$ cat config.mk
export PLATFORM = sky130hd
export DESIGN_NAME = tgrc_ram
export DESIGN_NICKNAME = d
export VERILOG_FILES = /design/src/hdl/tgrc_ram.sv
export SDC_FILE = /design/constraint.sdc
export NUM_CORES = 1
export LEC_CHECK = 0
export BUFFER_PORTS_ARGS = -buffer_cell sky130_fd_sc_hd__buf_2
export CORE_MARGIN = 1
export CORE_UTILIZATION = 45
export CTS_BUF_LIST = sky130_fd_sc_hd__clkbuf_4
export DETAILED_ROUTE_END_ITERATION = 16
export PLACE_DENSITY_LB_ADDON = 0.2
export REMOVE_ABC_BUFFERS = 1
export SYNTH_ARGS = -nofsm -noshare
export SYNTH_HDL_FRONTEND = slang
export SYNTH_SLANG_ARGS = --single-unit
$ cat constraint.sdc
create_clock -name clk -period 1.6 [get_ports clk]
set_input_delay 0.08 -clock clk [delete_from_list [all_inputs] [get_ports clk]]
set_output_delay 0.08 -clock clk [all_outputs]
set_load 0.01 [all_outputs]
$ cat src/hdl/tgrc_ram.sv
// Generic simple dual-port RAM: one write port, one read port, registered read.
// No dependencies.
module tgrc_ram #(
  parameter int WIDTH = 8,
  parameter int DEPTH = 64
) (
  input  logic                     clk,
  input  logic                     we,
  input  logic [$clog2(DEPTH)-1:0] waddr,
  input  logic [WIDTH-1:0]         wdata,
  input  logic [$clog2(DEPTH)-1:0] raddr,
  output logic [WIDTH-1:0]         rdata
);

  logic [WIDTH-1:0] mem [DEPTH];

  // write port
  always_ff @(posedge clk) begin
    if (we) begin
      mem[waddr] <= wdata;
    end
  end

  // registered read port
  always_ff @(posedge clk) begin
    rdata <= mem[raddr];
  end

endmodule

==> impl_metrics.csv <==
group,metric,value,unit
global_routing,grt_start_max_net_pins,65,
synth,synth_common_cells,"512 x edfxtp_1, 126 x mux4_2, 83 x nor2_1",
sta,slew_violations,0,
setup_path,crit_fanout,1,
drt,viasPerCell,5.48,
setup_path,regToRegStartpoint,"mem[20][6]$_DFFE_PP_",
sta,holdWs,0.0402,ns
synth,avgSynthCellArea,21.5,µm²
setup_path,start_kind,"flip-flop",
power_and_ir_drop,leakagePower,8.12,nW
cts,cts-root-buf,"clkbuf_4",
drt,antenna_left,0,
drt,vias,10513,
drt,drc,0,
outcome,violations,"setup timing",
floorplanning,start_util,45.6,%
floorplanning,dieArea,45700,µm²
setup_path,end_kind,"flip-flop",
cts,clock_path_buffers,3,
sta,period_needed,1.85,ns
outcome,outcome,"complete, but fails checks",
synth,ys_warn_count,0,
global_routing,antenna_found_initial,1,
drt,wl,46.6,mm
placement,place_congestion,0.819,
layout,final_layout_size_suffix_gt1_share,42.4,%
synth,syn_inst,940,
drt,wl_met1,19.4,mm
synth,yosysTopAreaCellShare,76.2,%
layout,final_nets,1259,
placement,place_ws,-0.662,ns
cts,tritoncts,"built",
setup_path,crit_start,"mem[20][6]$_DFFE_PP_",
floorplanning,rows,77,
cts,cts.clk_slew.worst_paths,0.06,ns
synth,ys_async_sr_fraction,0,%
synth,ys_types,40,
setup_path,critical_path_class,"reg -> reg",
layout,nFillCells,3476,
placement,dp_hpwl,29.1,mm
synth,synth.most_common_cell,"edfxtp_1",
sta,final-hold-violation-count,0,
synth,ys_seq_area_share,77.0,%
synth,synth_top_cell_by_area,"edfxtp_1",
sta,finalClockSkew,0.0443,ns
sta,fin_crit_sh,115,%
power_and_ir_drop,power.density,1160,nW/µm²
drt,route.met3.wl,3.39,mm
synth,synth_area_leaders,"edfxtp_1 76%, mux4_2 14%, nor2_1 1.5%",
floorplanning,die_w,214,µm
drt,wl_met2,22.7,mm
sta,rsz0062_at_grt,"yes",
hold_path,min_path_type,"in -> reg",
floorplanning,dieHeight,214,µm
synth,syn-cell-area,20200,µm²
global_routing,grt_overflow,0,
power_and_ir_drop,vdd_drop_max,674,µV
drt,dr.pass1.iters,5,
floorplanning,num_io_pins,30,
drt,highest_layer,"met4",
sta,tightest_slew,1.24,ns
drt,dr.first_iter.drc_count,950,
setup_path,cp.required,2.29,ns
job,cap_violations,0,
synth,ys_ff_latch,520,
synth,synth_top_flop_cell,"edfxtp_1",
synth,synth-edff-count,512,
global_routing,grt_pass1_vias,10951,
cts,clock-sinks,520,
sta,max_slew_margin,17.2,%
cts,cts_made_buffers,139,
global_routing,grt_pass1_wl,69.1,mm
placement,dp.cells,1675,
drt,avgRoutedWirePerCell,24.3,µm
cts,insertion_delay,0.82,ns
setup_path,cp.arrival,2.54,ns
layout,stdcell_count,1920,
layout,syn2layout_area_growth,20.0,%
hold_path,hold_start,"wdata[7]",
placement,io_buffers,29,
sta,setup_ws,-0.247,ns
sta,fmax,542,MHz
global_routing,track_usage,21.6,%
floorplanning,coreArea,44200,µm²
cts,h-tree-depth,4,
sta,finalSetupViolCount,8,
-- cell usage in the layout (no fill, tap or decap), types with 14 or more instances in the layout --
| master | Yosys | final |
|---|---|---|
| nor2_1 | 83 | 80 |
| buf_2 | 11 | 26 |
| nor2b_1 | 14 | 14 |
| mux4_2 | 126 | 126 |
| edfxtp_1 | 512 | 512 |
| nand2_1 | 19 | 19 |
| buf_12 | 2 | 17 |
| clkinv_1 | 0 | 22 |
| buf_4 | 13 | 150 |
| mux2i_1 | 23 | 23 |
| clkbuf_4 | 0 | 198 |
-- kinds of logic (layout without fill, tap and decap cells) --
group	count (synthesis)	in the layout	share of synthesized area, %
DFF	520	520	77.0
muxes	162	162	15.9
AOI/OAI and AO/OA	54	54	2.07
and+or+nand+nor	153	153	3.39
buffers and inverters	51	438	1.57
other	0	1	0
-- final cells by class --
class	count	area, µm²	area share [%]
Antenna cell	1	2.50	0.0103
Clock buffer	198	1490	6.14
Clock inverter	33	209	0.864
Multi-Input combinational cell	369	4480	18.5
Sequential cell	520	15500	64.2
Tap cell	592	741	3.06
Timing Repair Buffer	207	1740	7.19
-- critical path: stages (launching register included) --
cell and delay (ns):
edfxtp_1 0.38, mux4_2 0.46, mux2_4 0.29, o221a_4 0.27, nor3_4 0.20, o32ai_1 0.11
-- worst paths after layout --
path | to | slack [ns] | cells past startpoint
worst max register to register | rdata[6]$_DFF_P_ | -0.25 | 5
worst max-delay path | rdata[6]$_DFF_P_ | -0.25 | 5
worst min register to register | rdata[7]$_DFF_P_ | 0.86 | 4
worst min-delay path | mem[17][7]$_DFFE_PP_ | 0.04 | 1
-- state kept, by name, summed over array words and instances (netlist names) --
register	flops
mem	512
rdata	8
-- what timing repair did --
action | in CTS | in global routing
resized for setup | 27 | 6
pin swaps | 10 | 3
endpoints found under the hold margin | 485 | 0
buffers inserted | 0 | 1
endpoints found under the setup margin | 8 | 14
hold buffers | 13 | 0
-- through the flow --
| step | TNS, ns | power, mW | utilization, % | cell area (µm²) |
|---|---|---|---|---|
| CTS | -1.30 | 28.4 | 54.6 | 24200 |
| detailed placement | -4.29 | 17.0 | 50.2 | 22200 |
| global placement | -4.31 | 17.0 | 50.2 | 22200 |
| global route | -1.69 | 29.2 | 54.7 | 24200 |
| floorplan | -0.167 | 16.0 | - | 19900 |
| finish | -1.38 | 28.1 | 54.7 | 24200 |
-- layer usage --
metal  vias to the layer above  GRT usage [%]
li1                       4603              -
met4                         0           8.82
met3                        79           5.46
met1                      5434           28.8
met5                         -              0
met2                       397           34.2
-- report_power, final --
| part | internal [mW] | total [mW] | switching, mW |
|---|---|---|---|
| logic | 0.739 | 1.68 | 0.939 |
| clock network | 6.13 | 11.3 | 5.15 |
| registers | 15.1 | 15.1 | 0.0530 |
Power figures use the tool's default switching activity.
